[src/rtl/der_tlv_header_parser_macros.svh]
// Assertion macros for the DER TLV header parser.
`ifndef DER_TLV_HEADER_PARSER_MACROS_SVH
`define DER_TLV_HEADER_PARSER_MACROS_SVH

// Same-cycle implication, checked out of reset.
`define DTLV_ASSERT_NOW(label, ante, cons, msg) \
    label: assert property (@(posedge i_clk) disable iff (!i_rst_n) (ante) |-> (cons)) \
        else $error(msg);

// Next-cycle implication, checked out of reset.
`define DTLV_ASSERT_NEXT(label, ante, cons, msg) \
    label: assert property (@(posedge i_clk) disable iff (!i_rst_n) (ante) |=> (cons)) \
        else $error(msg);

`endif

[src/rtl/dertlv_pkg.sv]
// Shared types and constants for the DER TLV header parser.
`timescale 1ns / 1ps

package dertlv_pkg;

    typedef enum logic [1:0] {
        PH_IDLE,
        PH_LEN_FIRST,
        PH_LEN_LONG,
        PH_CONTENT
    } t_phase;

    typedef enum logic [2:0] {
        ST_OK,
        ST_BAD_TAG,
        ST_BAD_FORM,
        ST_ZERO_LEN,
        ST_INT_LONG,
        ST_OVER_LIMIT
    } t_status;

    typedef struct packed {
        logic    fail;
        t_status status;
    } t_len_chk;

    localparam logic [1:0]  KIND_SEQ      = 2'd0;
    localparam logic [1:0]  KIND_BITSTR   = 2'd1;
    localparam logic [1:0]  KIND_INT      = 2'd2;

    localparam logic [7:0]  TAG_SEQ       = 8'h30;
    localparam logic [7:0]  TAG_BITSTR    = 8'h03;
    localparam logic [7:0]  TAG_INT       = 8'h02;

    localparam logic [7:0]  LEN_LONG_BIT  = 8'h80;
    localparam logic [7:0]  LEN_CNT_MASK  = 8'h7f;

    localparam logic [15:0] MAX_INT_LEN_RST = 16'd16384;

    // Expected tag for a kind; bit 8 set means no tag can match.
    function automatic logic [8:0] tag_for_kind(input logic [1:0] kind);
        logic [8:0] tag;
        case (kind)
            KIND_SEQ:    tag = {1'b0, TAG_SEQ};
            KIND_BITSTR: tag = {1'b0, TAG_BITSTR};
            KIND_INT:    tag = {1'b0, TAG_INT};
            default:     tag = 9'h100;
        endcase
        return tag;
    endfunction

    function automatic logic [31:0] sat_dec(input logic [31:0] v);
        return (v != 32'd0) ? v - 32'd1 : 32'd0;
    endfunction

endpackage

[src/rtl/dertlv_len_check.sv]
// Checks a decoded content length against zero and, for INTEGER, against the limit and the buffer.
`timescale 1ns / 1ps

module dertlv_len_check (
    input  logic [31:0]           i_len,
    input  logic [1:0]            i_kind,
    input  logic [31:0]           i_buf_left,
    input  logic [15:0]           i_max_int_len,
    output dertlv_pkg::t_len_chk  o_chk
);
    import dertlv_pkg::*;

    always_comb begin
        o_chk.fail   = 1'b0;
        o_chk.status = ST_OK;
        if (i_len == 32'd0) begin
            o_chk.fail   = 1'b1;
            o_chk.status = ST_ZERO_LEN;
        end else if (i_kind == KIND_INT &&
                     (i_len > i_buf_left || i_len > {16'd0, i_max_int_len})) begin
            o_chk.fail   = 1'b1;
            o_chk.status = ST_INT_LONG;
        end
    end

endmodule

[src/rtl/der_tlv_header_parser.sv]
// DER TLV header parser: tag check, length decode and content pass-through.
//
//   channel   direction  handshake           payload
//   input     in         i_valid / o_ready   i_data_byte, i_start_req, i_object_kind,
//                                            i_bytes_available
//   result    out        o_valid / i_ready   o_out_byte, o_out_valid, o_last, o_status,
//                                            o_object_length
//   config    in         i_cfg_we            i_cfg_wdata (max_integer_length)
//
// One word per cycle while o_ready is high: each word updates the parse state and the result
// register in the same cycle, so results appear in the cycle after the word is taken.
// o_ready drops only while a result sits in the output register and i_ready is low.
// Synchronous active-low reset returns the parser to idle and the limit to 16384.
// Header words give a result only when they end in an error; a dropped leading zero of an
// INTEGER gives one only when it ends the object.
`timescale 1ns / 1ps

module der_tlv_header_parser #(
    parameter int LEN_BYTES_MAX = 4
) (
    input  logic        i_clk,
    input  logic        i_rst_n,
    input  logic        i_cfg_we,
    input  logic [15:0] i_cfg_wdata,
    input  logic        i_valid,
    output logic        o_ready,
    input  logic [7:0]  i_data_byte,
    input  logic        i_start_req,
    input  logic [1:0]  i_object_kind,
    input  logic [31:0] i_bytes_available,
    output logic        o_valid,
    input  logic        i_ready,
    output logic [7:0]  o_out_byte,
    output logic        o_out_valid,
    output logic        o_last,
    output logic [2:0]  o_status,
    output logic [31:0] o_object_length
);
    import dertlv_pkg::*;

    `include "der_tlv_header_parser_macros.svh"

    localparam int LBW = $clog2(LEN_BYTES_MAX + 1);

    // parse state
    logic [15:0]    r_max_int_len;
    t_phase         r_phase,        n_phase;
    logic [1:0]     r_kind,         n_kind;
    logic [31:0]    r_content_left, n_content_left;
    logic [LBW-1:0] r_len_left,     n_len_left;
    logic           r_first,        n_first;
    logic [31:0]    r_buf_left,     n_buf_left;
    logic [31:0]    r_obj_len,      n_obj_len;

    // result register
    logic           r_res_valid,    n_res_valid;
    logic [7:0]     r_out_byte,     n_out_byte;
    logic           r_out_valid,    n_out_valid;
    logic           r_last,         n_last;
    t_status        r_status,       n_status;
    logic [31:0]    r_res_len,      n_res_len;

    logic           in_acc;
    logic [31:0]    buf_dec;
    logic [31:0]    len_cand;
    logic [31:0]    long_acc;
    logic [6:0]     len_cnt;
    logic [LBW-1:0] len_left_dec;
    logic [31:0]    cl_dec;
    logic           drop;
    t_len_chk       chk;

    assign o_ready = !r_res_valid || i_ready;
    assign in_acc  = i_valid && o_ready;

    assign buf_dec      = sat_dec(r_buf_left);
    assign long_acc     = {r_content_left[23:0], i_data_byte};
    assign len_cnt      = i_data_byte[6:0] & LEN_CNT_MASK[6:0];
    assign len_left_dec = (r_len_left != '0) ? r_len_left - LBW'(1) : '0;
    assign cl_dec       = sat_dec(r_content_left);
    assign drop         = r_kind == KIND_INT && r_first && i_data_byte == 8'd0;
    assign len_cand     = (r_phase == PH_LEN_LONG) ? long_acc : {24'd0, i_data_byte};

    dertlv_len_check u_len_check (
        .i_len         (len_cand),
        .i_kind        (r_kind),
        .i_buf_left    (buf_dec),
        .i_max_int_len (r_max_int_len),
        .o_chk         (chk)
    );

    always_comb begin
        n_phase        = r_phase;
        n_kind         = r_kind;
        n_content_left = r_content_left;
        n_len_left     = r_len_left;
        n_first        = r_first;
        n_buf_left     = r_buf_left;
        n_obj_len      = r_obj_len;

        n_res_valid    = r_res_valid && !i_ready;
        n_out_byte     = r_out_byte;
        n_out_valid    = r_out_valid;
        n_last         = r_last;
        n_status       = r_status;
        n_res_len      = r_res_len;
        if (o_ready) begin
            n_out_byte  = 8'd0;
            n_out_valid = 1'b0;
            n_last      = 1'b0;
            n_status    = ST_OK;
            n_res_len   = 32'd0;
        end

        if (in_acc) begin
            if (i_start_req) begin
                n_kind         = i_object_kind;
                n_buf_left     = sat_dec(i_bytes_available);
                n_content_left = 32'd0;
                n_len_left     = '0;
                n_first        = 1'b0;
                n_obj_len      = 32'd0;
                if ({1'b0, i_data_byte} != tag_for_kind(i_object_kind)) begin
                    n_phase     = PH_IDLE;
                    n_res_valid = 1'b1;
                    n_last      = 1'b1;
                    n_status    = ST_BAD_TAG;
                end else begin
                    n_phase = PH_LEN_FIRST;
                end
            end else begin
                case (r_phase)
                    PH_LEN_FIRST: begin
                        n_buf_left = buf_dec;
                        if ((i_data_byte & LEN_LONG_BIT) != 8'd0) begin
                            if (len_cnt == 7'd0) begin
                                n_phase     = PH_IDLE;
                                n_res_valid = 1'b1;
                                n_last      = 1'b1;
                                n_status    = ST_BAD_FORM;
                            end else if (len_cnt > 7'(LEN_BYTES_MAX)) begin
                                n_phase     = PH_IDLE;
                                n_res_valid = 1'b1;
                                n_last      = 1'b1;
                                n_status    = ST_OVER_LIMIT;
                            end else begin
                                n_content_left = 32'd0;
                                n_len_left     = LBW'(len_cnt);
                                n_phase        = PH_LEN_LONG;
                            end
                        end else if (chk.fail) begin
                            n_phase     = PH_IDLE;
                            n_res_valid = 1'b1;
                            n_last      = 1'b1;
                            n_status    = chk.status;
                            n_res_len   = (chk.status == ST_INT_LONG) ? len_cand : 32'd0;
                        end else begin
                            n_content_left = len_cand;
                            n_obj_len      = len_cand;
                            n_first        = 1'b1;
                            n_phase        = PH_CONTENT;
                        end
                    end
                    PH_LEN_LONG: begin
                        n_buf_left = buf_dec;
                        if (r_content_left[31:24] != 8'd0) begin
                            // length would not fit in 32 bits
                            n_phase     = PH_IDLE;
                            n_res_valid = 1'b1;
                            n_last      = 1'b1;
                            n_status    = ST_OVER_LIMIT;
                        end else begin
                            n_content_left = long_acc;
                            n_len_left     = len_left_dec;
                            if (len_left_dec == '0) begin
                                if (chk.fail) begin
                                    n_phase     = PH_IDLE;
                                    n_res_valid = 1'b1;
                                    n_last      = 1'b1;
                                    n_status    = chk.status;
                                    n_res_len   = (chk.status == ST_INT_LONG) ?
                                                  len_cand : 32'd0;
                                end else begin
                                    n_obj_len = len_cand;
                                    n_first   = 1'b1;
                                    n_phase   = PH_CONTENT;
                                end
                            end
                        end
                    end
                    PH_CONTENT: begin
                        n_buf_left     = buf_dec;
                        n_first        = 1'b0;
                        n_content_left = cl_dec;
                        if (drop) begin
                            n_obj_len = sat_dec(r_obj_len);
                        end
                        if (cl_dec == 32'd0) begin
                            n_phase     = PH_IDLE;
                            n_res_valid = 1'b1;
                            n_last      = 1'b1;
                            n_res_len   = drop ? sat_dec(r_obj_len) : r_obj_len;
                            if (!drop) begin
                                n_out_byte  = i_data_byte;
                                n_out_valid = 1'b1;
                            end
                        end else if (!drop) begin
                            n_res_valid = 1'b1;
                            n_out_byte  = i_data_byte;
                            n_out_valid = 1'b1;
                        end
                    end
                    default: begin
                        // idle: stray word, nothing to do
                    end
                endcase
            end
        end
    end

    always_ff @(posedge i_clk) begin
        if (!i_rst_n) begin
            r_max_int_len  <= MAX_INT_LEN_RST;
            r_phase        <= PH_IDLE;
            r_kind         <= KIND_SEQ;
            r_content_left <= 32'd0;
            r_len_left     <= '0;
            r_first        <= 1'b0;
            r_buf_left     <= 32'd0;
            r_obj_len      <= 32'd0;
            r_res_valid    <= 1'b0;
        end else begin
            if (i_cfg_we) begin
                r_max_int_len <= i_cfg_wdata;
            end
            r_phase        <= n_phase;
            r_kind         <= n_kind;
            r_content_left <= n_content_left;
            r_len_left     <= n_len_left;
            r_first        <= n_first;
            r_buf_left     <= n_buf_left;
            r_obj_len      <= n_obj_len;
            r_res_valid    <= n_res_valid;
        end
    end

    always_ff @(posedge i_clk) begin
        r_out_byte  <= n_out_byte;
        r_out_valid <= n_out_valid;
        r_last      <= n_last;
        r_status    <= n_status;
        r_res_len   <= n_res_len;
    end

    assign o_valid         = r_res_valid;
    assign o_out_byte      = r_out_byte;
    assign o_out_valid     = r_out_valid;
    assign o_last          = r_last;
    assign o_status        = r_status;
    assign o_object_length = r_res_len;

    `DTLV_ASSERT_NOW(a_err_is_last,
        o_valid && o_status != ST_OK,
        o_last && !o_out_valid,
        "error result without last or with data")
    `DTLV_ASSERT_NOW(a_mid_is_data,
        o_valid && !o_last,
        o_out_valid && o_status == ST_OK && o_object_length == 32'd0,
        "non-last result is not a plain data word")
    `DTLV_ASSERT_NOW(a_content_nonzero,
        r_phase == PH_CONTENT,
        r_content_left != 32'd0,
        "content phase with nothing left")
    `DTLV_ASSERT_NEXT(a_idle_silent,
        in_acc && !i_start_req && r_phase == PH_IDLE,
        !o_valid,
        "stray word while idle gave a result")

endmodule

[config.mk]
export PLATFORM = sky130hd
export DESIGN_NAME = der_tlv_header_parser
export DESIGN_NICKNAME = d
export VERILOG_FILES = /design/src/rtl/dertlv_pkg.sv /design/src/rtl/dertlv_len_check.sv /design/src/rtl/der_tlv_header_parser.sv
export VERILOG_INCLUDE_DIRS = /design/src /design/src/rtl
export SDC_FILE = /design/constraint.sdc
export NUM_CORES = 1
export LEC_CHECK = 0
export ABC_CLOCK_PERIOD_IN_PS = 7300
export CAP_MARGIN = 40
export CORE_MARGIN = 2
export CORE_UTILIZATION = 50
export DETAILED_ROUTE_END_ITERATION = 8
export DONT_BUFFER_PORTS = 1
export GPL_TIMING_DRIVEN = 0
export MAX_ROUTING_LAYER = met4
export PLACE_DENSITY = 0.66
export SETUP_SLACK_MARGIN = 0.2
export SYNTH_ARGS = -nofsm -noshare
export SYNTH_HDL_FRONTEND = slang
export SYNTH_SLANG_ARGS = --single-unit
export TNS_END_PERCENT = 50
[constraint.sdc]
create_clock -name i_clk -period 7.3 [get_ports i_clk]
set_input_delay 0.73 -clock i_clk [delete_from_list [all_inputs] [get_ports i_clk]]
set_output_delay 0.73 -clock i_clk [all_outputs]
set_load 0.02 [all_outputs]
=== Word level (Yosys, flattened, before mapping) ===
Cells that the tools add are included.

* Register bits: 166
* Bits of input ports: 64
* Output and inout port bits: 47
* Word-level logic and storage cells: 176

* Add/sub/neg operators: 5
* Order comparisons: 3
* Equal/unequal tests: 19
* Multiplexer cells: 104
* Reduce and logical (&&, ||, !) cells: 31

{| class="wikitable"
|+ Operator list
! operator !! count
|-
| 32-bit 2-to-1 mux || 28
|-
| 32-bit case mux with 3 select lines || 3
|-
| 32-bit nonzero test || 4
|-
| 32-bit by 1-bit subtractor with 32-bit output, second input constant || 4
|-
| 32-bit zero test || 2
|-
| 3-bit 2-to-1 mux || 16
|-
| 8-bit 2-to-1 mux || 5
|-
| 1-bit 2-to-1 mux || 33
|-
| 32-bit by 16-bit greater-than comparator with 1-bit output || 1
|-
| 32-bit greater-than comparator || 1
|-
| 9-bit case mux with 3 select lines || 1
|-
| 9-bit 2-to-1 mux || 2
|-
| 3-bit != test, second input constant || 6
|-
| 2-bit 2-to-1 mux || 8
|-
| 4-bit != test, second input constant || 3
|-
| 3-bit case mux with 2 select lines || 2
|-
| 6-bit AND reduction || 2
|-
| 8-bit by 9-bit != test with 1-bit output || 1
|-
| 1-bit case mux with 3 select lines || 3
|-
| 2-bit equality test, second input constant || 4
|-
| 8-bit zero test || 1
|-
| 4-bit 2-to-1 mux || 2
|-
| 8-bit nonzero test || 1
|-
| 7-bit by 3-bit greater-than comparator with 1-bit output, second input constant || 1
|-
| 19 further kinds || 28
|}

=== Logic depth before layout (Yosys ltp) ===
Gate-level depths: netlist (run 1).

* Depth in word-level cells: 15
* Mapped depth: 20
* Gate-level depth less buffers: 17

=== By module ===
A second synthesis (run 1) with hierarchy kept.

* Cell total of the unflattened synthesis: 1,566
* Area, all modules: 11,857.6 sq um

{| class="wikitable"
|+ By module, submodules not included
! module !! times used !! cells each !! area an instance (sq um) !! seq. area each (sq um)
|-
| der_tlv_header_parser || 1 || 1,380 || 10,502.6 || 3,323.2
|-
| dertlv_len_check || 1 || 186 || 1,355.0 || 0.0
|}

=== Worst setup path after synthesis (run 1) ===
No wires, ideal clock.

* Path kind: reg-to-reg
* From: reg r_buf_left[8]
* To: reg r_obj_len[5]
* Setup time: 128 ps
* Arrival: 4,736 ps
* Data required time: 7,172 ps
* Slack: 2,436 ps
* Cell stages (with the launch flop): 17
* Path buffers: 1
* Clock period less this slack: 4,864 ps
* Cells stage by stage: dfxtp_1 > or4_1 > nor4_1 > nand3_1 > nor2_1 > xor2_1 > nand2_1 > ha_1 > a21o_1 > a21o_1 > a221o_1 > o31a_1 > or4_4 > a311oi_4 > buf_6 > mux2i_1 > nor2_1

* Cells in the longest elaborated chain, start to end: 12
* Elaborated cells on any way between the ends: 14
* Those cells by class: add/sub: 1; order compare: 1; mux: 9; reduce/logical: 3

{| class="wikitable"
|+ Ends and longest elaborated chain
! element !! RTL line !! source
|-
| start, declared || der_tlv_header_parser.sv:52 || <nowiki>logic [31:0] r_buf_left, n_buf_left;</nowiki>
|-
| start signal, assigned || der_tlv_header_parser.sv:241 || <nowiki>r_buf_left <= n_buf_left;</nowiki>
|-
| 32-bit by 1-bit subtractor with 32-bit output / 32-bit nonzero test (equally long branches) || dertlv_pkg.sv:53 || <nowiki>return (v != 32'd0) ? v - 32'd1 : 32'd0;</nowiki>
|-
| 32-bit 2-to-1 mux * || dertlv_pkg.sv:53 ||
|-
| 32-bit greater-than comparator * || dertlv_len_check.sv:20 || <nowiki>(i_len > i_buf_left || i_len > {16'd0, i_max_int_len})) begin</nowiki>
|-
| 1-bit logical OR * || dertlv_len_check.sv:20 ||
|-
| 1-bit logical AND * || dertlv_len_check.sv:19 || <nowiki>end else if (i_kind == KIND_INT &&</nowiki>
|-
| 4-bit 2-to-1 mux * || dertlv_len_check.sv:19 ||
|-
| 4-bit 2-to-1 mux * || dertlv_len_check.sv:16 || <nowiki>if (i_len == 32'd0) begin</nowiki>
|-
| 32-bit 2-to-1 mux * || -- ||
|-
| 32-bit 2-to-1 mux (2 in a row) || -- ||
|-
| 32-bit case mux with 3 select lines * || -- ||
|-
| 32-bit 2-to-1 mux * || -- ||
|-
| end signal, assigned || der_tlv_header_parser.sv:242 || <nowiki>r_obj_len <= n_obj_len;</nowiki>
|-
| end, declared || der_tlv_header_parser.sv:53 || <nowiki>logic [31:0] r_obj_len, n_obj_len;</nowiki>
|}

Mark *: on every way between the ends. The rest lies on a longest branch, timed or not. The select of a mux whose other input is x is not followed.
A chain may end at the register's enable or synchronous reset.

=== Final worst setup path (run 1) ===
* From: reg r_buf_left[4]
* To: reg r_res_len[23], in the netlist o_object_length[23]

* Cells in the longest elaborated chain, start to end: 15
* Elaborated cells on any way between the ends: 17
* Those cells by class: add/sub: 1; order compare: 1; eq/ne: 1; mux: 11; reduce/logical: 3

{| class="wikitable"
|+ Ends and longest elaborated chain
! element !! RTL line !! source
|-
| 32-bit by 1-bit subtractor with 32-bit output / 32-bit nonzero test (equally long branches) || dertlv_pkg.sv:53 ||
|-
| 32-bit 2-to-1 mux * || dertlv_pkg.sv:53 ||
|-
| 32-bit greater-than comparator * || dertlv_len_check.sv:20 ||
|-
| 1-bit logical OR * || dertlv_len_check.sv:20 ||
|-
| 1-bit logical AND * || dertlv_len_check.sv:19 ||
|-
| 4-bit 2-to-1 mux * || dertlv_len_check.sv:19 ||
|-
| 4-bit 2-to-1 mux * || dertlv_len_check.sv:16 ||
|-
| 3-bit equality test || der_tlv_header_parser.sv:156, der_tlv_header_parser.sv:181 ||
|-
| 32-bit 2-to-1 mux || der_tlv_header_parser.sv:156, der_tlv_header_parser.sv:181 ||
|-
| 32-bit 2-to-1 mux * || der_tlv_header_parser.sv:151, der_tlv_header_parser.sv:176 ||
|-
| 32-bit 2-to-1 mux || der_tlv_header_parser.sv:175 || <nowiki>if (len_left_dec == '0) begin</nowiki>
|-
| 32-bit 2-to-1 mux || der_tlv_header_parser.sv:166 || <nowiki>if (r_content_left[31:24] != 8'd0) begin</nowiki>
|-
| 32-bit case mux with 3 select lines * || der_tlv_header_parser.sv:132 || <nowiki>case (r_phase)</nowiki>
|-
| 32-bit 2-to-1 mux * || der_tlv_header_parser.sv:116 || <nowiki>if (i_start_req) begin</nowiki>
|-
| 32-bit 2-to-1 mux * || der_tlv_header_parser.sv:115 || <nowiki>if (in_acc) begin</nowiki>
|-
| net n_res_len[23] || der_tlv_header_parser.sv:61 || <nowiki>logic [31:0] r_res_len, n_res_len;</nowiki>
|-
| end signal, assigned || der_tlv_header_parser.sv:252 || <nowiki>r_res_len <= n_res_len;</nowiki>
|-
| end, declared || der_tlv_header_parser.sv:61 ||
|}

The timed path passes the listed nets; every way through them passes the cells marked *.

==> impl_metrics.tcl, run 1 <==
set metrics [dict create \
    path_class "reg2reg" \
    r2r_start "r_buf_left[4]$_SDFFE_PN0P_" \
    first_pass_iters 6 \
    reg2reg_slack_ps 880 \
    antenna_found_initial 1 \
    status "completed" \
    synth_area_leaders "dfxtp_1 27%, ha_1 6.4%, nand2_1 4.8%" \
    critPathLaunch "r_buf_left[4]$_SDFFE_PN0P_" \
    ys_seq_elements 166 \
    gp_congestion 0.992 \
    cp_top_family "simple AND/OR/NAND/NOR gates" \
    setup_viol 0 \
    internal_power_w 0.00168 \
    cts.hold.buffers_added 0 \
    yosys.area.top_type "dfxtp_1" \
    reg2reg_to "o_object_length[23]$_DFF_P_" \
    clock_path_buffers 2 \
    power.leakage_nw 5.26 \
    core-area_mm2 0.0236 \
    drv_slew 0 \
    grt_pass1_vias 11900 \
    cp-start-kind "register" \
    drive_above_1_share_pct 5.89 \
    tightest_slew_ps 957 \
    ys_warn_count 0 \
    tritoncts "done" \
    sw_frac_of_total_pct 35.6 \
    cp_slowest_cell "nor4_1" \
    htreeDepth 4 \
    avgViaCountPerCell 6.61 \
    syn_area_per_cell_um2 7.69 \
    die_area_mm2 0.0254 \
    reg2reg_depth 18 \
    drt-total-wl_um 46400 \
    avgRoutedWirePerCell_um 24.0 \
    postCtsSetupRepairBufs 0 \
    drc 0 \
    finClkSkew_ps 14.3 \
    syn-instance-count 1573 \
    worstPathMaxFanout 10 \
    clk_latency_ps 440 \
    worst-path-buf-inv 3 \
    pwr-share-seq_pct 38.2 \
    portBuffers 0 \
    hpwl_um 35700 \
    grt_use_total_pct 36.4 \
    pwr-share-clk_pct 34.8 \
    synth_top_area_share_pct 27.5 \
    setup_tns_ps 0 \
    grt_pass1_wl_um 70100 \
    initial_utilization_pct 51.2 \
    cpPeakStageDelay_ps 760 \
    path_cells "or4_1 -> nor4_1 -> clkdlybuf4s15_2 -> nand3_1 -> nor3_1 -> xor2_1 -> nand2_1 -> ha_1 -> nand4_1 -> nor4_1 -> nand2b_1 -> a31oi_1 -> o41ai_2 -> nor4_1 -> clkdlybuf4s15_2 -> clkbuf_1 -> a32oi_1 -> o31ai_1" \
    first_iter_violations 1511 \
    fmaxAchievable_mhz 156 \
    vias 12800 \
    nets 1725 \
    ys_types 82 \
    min_delay_worst_endpoint "o_out_byte[3]$_DFF_P_" \
    synth_fp_nets 1699 \
    yosysMostFrequentCell "dfxtp_1" \
    maxCapViolCount 0 \
    clock_sinks 166 \
    cts-resized-gates 0 \
    grt_max_degree 17 \
    power.density_mw_per_mm2 199 \
    cts_made_buffers 17 \
    required_ps 7640 \
    ys.flop_type "dfxtp_1" \
    die_h_um 160 \
    die_w_um 160 \
    synth.cell_area_mm2 0.0121 \
    final_util_pct 55.5 \
    holdCritStartpoint "i_data_byte[3]" \
    holdPathStages 1 \
    synth_edf_count 0 \
    path_common_cell "nor4_1" \
    netlist_top_cells_count "166 x dfxtp_1, 156 x nand2_1, 154 x nor2_1" \
    timing.final.crit_share_pct 87.9 \
    peakVddDrop_v 0.000128 \
    rows 56 \
    boundaryPins 111 \
    comb_power_share_pct 27.1 \
    root_buffer "clkbuf_16" \
    path_clk_slew_ps 70 \
    postRouteAntennaNets 0 \
    min_path_type "in2reg" \
    synth_seq_area_share_pct 27.5 \
    min_period_ps 6420 \
    rsz0062_at_grt "no" \
    cp.arrival_ps 6760 \
    slew_headroom_pct 35.7 \
    syn_to_final_growth_pct 8.45 \
    critPathCaptureType "register" \
    power.net_switching_w 0.000930 \
    hold_viol 0 \
    async_reset_ff_share_pct 0 \
    grt-ovfl-total 0 \
]
## registers in the layout, indices dropped and copies added, names as in the netlist
| name | count |
|---|---|
| r_first | 1 |
| r_obj_len | 32 |
| r_len_left | 3 |
| r_buf_left | 32 |
| o_last | 1 |
| o_status | 3 |
| o_object_length | 32 |
| o_out_valid | 1 |
| r_phase | 2 |
| r_content_left | 32 |
| r_kind | 2 |
| o_out_byte | 8 |
| o_valid | 1 |
| r_max_int_len | 16 |
## power groups by stage
stage          clock (W)  sequential, W  combinational, W
6_report        0.000907       0.000996          0.000707
5_1_grt         0.000943        0.00100          0.000759
4_1_cts         0.000902       0.000994          0.000683
3_5_place_dp           0        0.00101          0.000678
3_3_place_gp           0        0.00101          0.000671
2_1_floorplan          0        0.00100          0.000499
## per-layer routing
metal / global-route usage [%] / part of all wire [%] / vias to the layer above
li1: - / - / 5882
met1: 48.4 / 42 / 6055
met2: 53.6 / 43 / 725
met3: 8.08 / 11 / 103
met4: 14.3 / 3.8 / 0
met5: - / 0 / -
## placed cells by master (no fill, tap or decap), drive strengths merged, types with 14 or more instances in the layout
| cell type | count |
|---|---|
| dfxtp | 166 |
| nand2 | 156 |
| nor2 | 155 |
| clkbuf | 108 |
| a21oi | 87 |
| o21ai | 85 |
| nor3 | 71 |
| ha | 62 |
| xnor2 | 60 |
| inv | 56 |
| nor4 | 49 |
| mux2i | 41 |
| nand3 | 37 |
| xor2 | 35 |
| nand4 | 34 |
| a22oi | 31 |
| or4 | 29 |
| buf | 29 |
| o211a | 21 |
| o221ai | 19 |
| or3 | 19 |
| a31oi | 18 |
| and2 | 16 |
| o31ai | 15 |
| nand2b | 14 |
| a211oi | 14 |
## worst max path at each step
stage                                        endpoint  cells past startpoint
after floorplan             r_obj_len[5]$_SDFFE_PN0P_                     16
final                     o_object_length[23]$_DFF_P_                     18
after detailed placement  o_object_length[23]$_DFF_P_                     18
after CTS                 o_object_length[23]$_DFF_P_                     18
after global placement    o_object_length[23]$_DFF_P_                     16
after global routing      o_object_length[23]$_DFF_P_                     18
## area by class of cell
class	count	area, um2
clock buffers	19	443
multi-input cells	1239	8080
fillers	2324	10500
flip-flops and latches	166	3320
inverters	55	206
diodes	1	2.50
plain buffers	113	487
well taps	319	399
repair buffers	7	55.1
clock inverters	13	123
## logic make-up after synthesis
logic type / share of synthesized area [%]
multiplexers: 3.49
XOR/XNOR: 6.88
buffers and inverters: 5.73
adder cells (fa/ha/maj): 6.41
AND/OR/NAND/NOR: 26.4
flip-flops: 27.5
AO/OA/AOI/OAI: 23.7
## per-stage QoR
stage / power (W) / instance area [um2] / cells / setup WS (ps) / hold slack, ps
final: 0.00261 / 13100 / 1932 / 883 / 425
after detailed placement: 0.00169 / 12500 / 1899 / 1250 / 470
after global routing: 0.00270 / 13100 / 1932 / 718 / 411
after CTS: 0.00258 / 13100 / 1931 / 1200 / 420
after global placement: 0.00168 / 12500 / 1892 / 663 / 465
after floorplan: 0.00150 / 12100 / 1573 / 2440 / 441
No activity file was read; power rests on OpenSTA's default activity.
==> run 2: changes to the inputs <==
- CORE_UTILIZATION: 50 -> 55
- CTS_BUF_LIST: default -> sky130_fd_sc_hd__clkbuf_4 sky130_fd_sc_hd__clkbuf_8 sky130_fd_sc_hd__clkbuf_16
- PLACE_DENSITY: 0.66 -> 0.71
==> impl_metrics.tcl, run 2 (synthesis gave the netlist of run 1 again) <==
set metrics [dict create \
    status "completed" \
    cts_made_buffers 17 \
    cp.arrival_ps 6430 \
    critPathCaptureType "register" \
    path_class "reg2reg" \
    nets 1727 \
    drt-total-wl_um 46800 \
    grt_util_met1_pct 53.2 \
    tritoncts "done" \
    initial_utilization_pct 55.8 \
    avgRoutedWirePerCell_um 24.7 \
    cp-start-kind "register" \
    drv_slew 0 \
    die_h_um 152 \
    avgViaCountPerCell 6.82 \
    timing.final.crit_share_pct 83.2 \
    top_usage_layer "met2" \
    fmaxAchievable_mhz 165 \
    hold_viol 0 \
    drive_above_1_share_pct 6.08 \
    cts-resized-gates 0 \
    r2r_start "r_buf_left[4]$_SDFFE_PN0P_" \
    finClkSkew_ps 15.0 \
    rsz0062_at_grt "no" \
    boundaryPins 111 \
    postCtsSetupRepairBufs 0 \
    setup_tns_ps 0 \
    reg2reg_to "o_object_length[23]$_DFF_P_" \
    root_buffer "clkbuf_16" \
    mostFrequentLayoutCell "dfxtp_1" \
    antenna_found_initial 0 \
    n_fill_cell 2046 \
    critPathCapture "o_object_length[23]$_DFF_P_" \
    grtUsageMet2_pct 60.8 \
    cts.hold.buffers_added 0 \
    postRouteAntennaNets 0 \
    antenna_cells 0 \
    slew_headroom_pct 36.7 \
    setup_viol 0 \
    reg2reg_slack_ps 1230 \
    required_ps 7660 \
    critPathLaunch "r_buf_left[4]$_SDFFE_PN0P_" \
    grt_max_degree 18 \
    clk_latency_ps 450 \
    power.leakage_nw 5.26 \
    die_area_mm2 0.0232 \
    grt-ovfl-total 0 \
    peakVddDrop_v 0.000144 \
    rows 54 \
    min_path_type "in2reg" \
    min_period_ps 6070 \
    worstPathMaxFanout 10 \
    clock_sinks 166 \
    htreeDepth 4 \
    final_util_pct 60.3 \
    die_w_um 152 \
    syn_to_final_growth_pct 8.09 \
    core-area_mm2 0.0217 \
    first_iter_violations 1546 \
    clock_path_buffers 2 \
    reg2reg_depth 18 \
    path_clk_slew_ps 70 \
    drc 0 \
    first_pass_iters 8 \
    power.density_mw_per_mm2 199 \
    gr-usage-met3_pct 10.2 \
    layout_common_cells "166 x dfxtp_1, 156 x nand2_1, 154 x nor2_1" \
    hpwl_um 36200 \
    gp_congestion 1.03 \
    grt_pass1_vias 12200 \
    maxCapViolCount 0 \
    grt_pass1_wl_um 72000 \
    vias 12900 \
    tightest_slew_ps 936 \
    grt_use_total_pct 40.8 \
    portBuffers 0 \
]
==> run 2: cell count changes in the layout (fill, tap and decap cells not counted), moves of 2 or more <==
| cell | change |
|---|---|
| inv_6 | +3 |
| clkinv_4 | -4 |
| clkinvlp_4 | +2 |
| buf_2 | +2 |
| inv_8 | +3 |
| clkinv_2 | -3 |
==> run 2: where the power goes <==
group	total, W	internal [W]	switching, W
combinational	0.000713	0.000252	0.000461
sequential	0.000996	0.000946	0.0000506
clock	0.000896	0.000451	0.000445
==> run 2: worst min-delay path by stage <==
| stage | from | end | slack, ps | cells past startpoint |
|---|---|---|---|---|
| after floorplan | r_kind[1]$_SDFFE_PN0P_ | r_kind[1]$_SDFFE_PN0P_ | 440 | 2 |
| after global placement | r_kind[1]$_SDFFE_PN0P_ | r_kind[1]$_SDFFE_PN0P_ | 470 | 2 |
| after detailed placement | r_kind[0]$_SDFFE_PN0P_ | r_kind[0]$_SDFFE_PN0P_ | 480 | 2 |
| after CTS | i_data_byte[3] | o_out_byte[3]$_DFF_P_ | 410 | 1 |
| after global routing | i_data_byte[3] | o_out_byte[3]$_DFF_P_ | 410 | 1 |
| final | i_data_byte[3] | o_out_byte[3]$_DFF_P_ | 410 | 1 |
==> run 2: per-layer routing <==
metal  vias up  part of all wire (%)
met2       722                    43
met5         -                     0
met4         0                   4.4
met1      6138                    42
li1       5893                     -
met3       161                    11
==> run 2: final cells by class <==
cell class | instances | area [um2] | area share, %
plain buffers | 113 | 487 | 3.72
clock buffers | 17 | 425 | 3.25
clock inverters | 14 | 134 | 1.02
inverters | 55 | 206 | 1.58
multi-input cells | 1239 | 8080 | 61.8
flip-flops and latches | 166 | 3320 | 25.4
well taps | 280 | 350 | 2.68
repair buffers | 9 | 68.8 | 0.526
==> run 2: worst max-delay path: stages, from the launching register on <==
cell and delay [ps]:
dfxtp_1 400, or4_1 670, nor4_1 640, clkdlybuf4s15_2 360, nand3_1 160, nor3_1 220, xor2_1 170, nand2_1 100
ha_1 350, nand4_1 160, nor4_1 400, nand2b_1 180, a31oi_1 390, o41ai_2 130, nor4_1 500, clkdlybuf4s15_2 330
clkbuf_1 500, a32oi_1 210, o31ai_1 100
==> run 2: metrics by stage <==
stage / setup WS, ps / cell area, um2 / hold slack [ps] / instances / total power, W
after floorplan: 2440 / 12100 / 441 / 1573 / 0.00150
after global placement: 986 / 12400 / 469 / 1853 / 0.00169
after detailed placement: 1440 / 12500 / 482 / 1861 / 0.00170
after CTS: 1410 / 13100 / 411 / 1892 / 0.00258
after global routing: 831 / 13100 / 406 / 1893 / 0.00270
final: 1230 / 13100 / 411 / 1893 / 0.00260
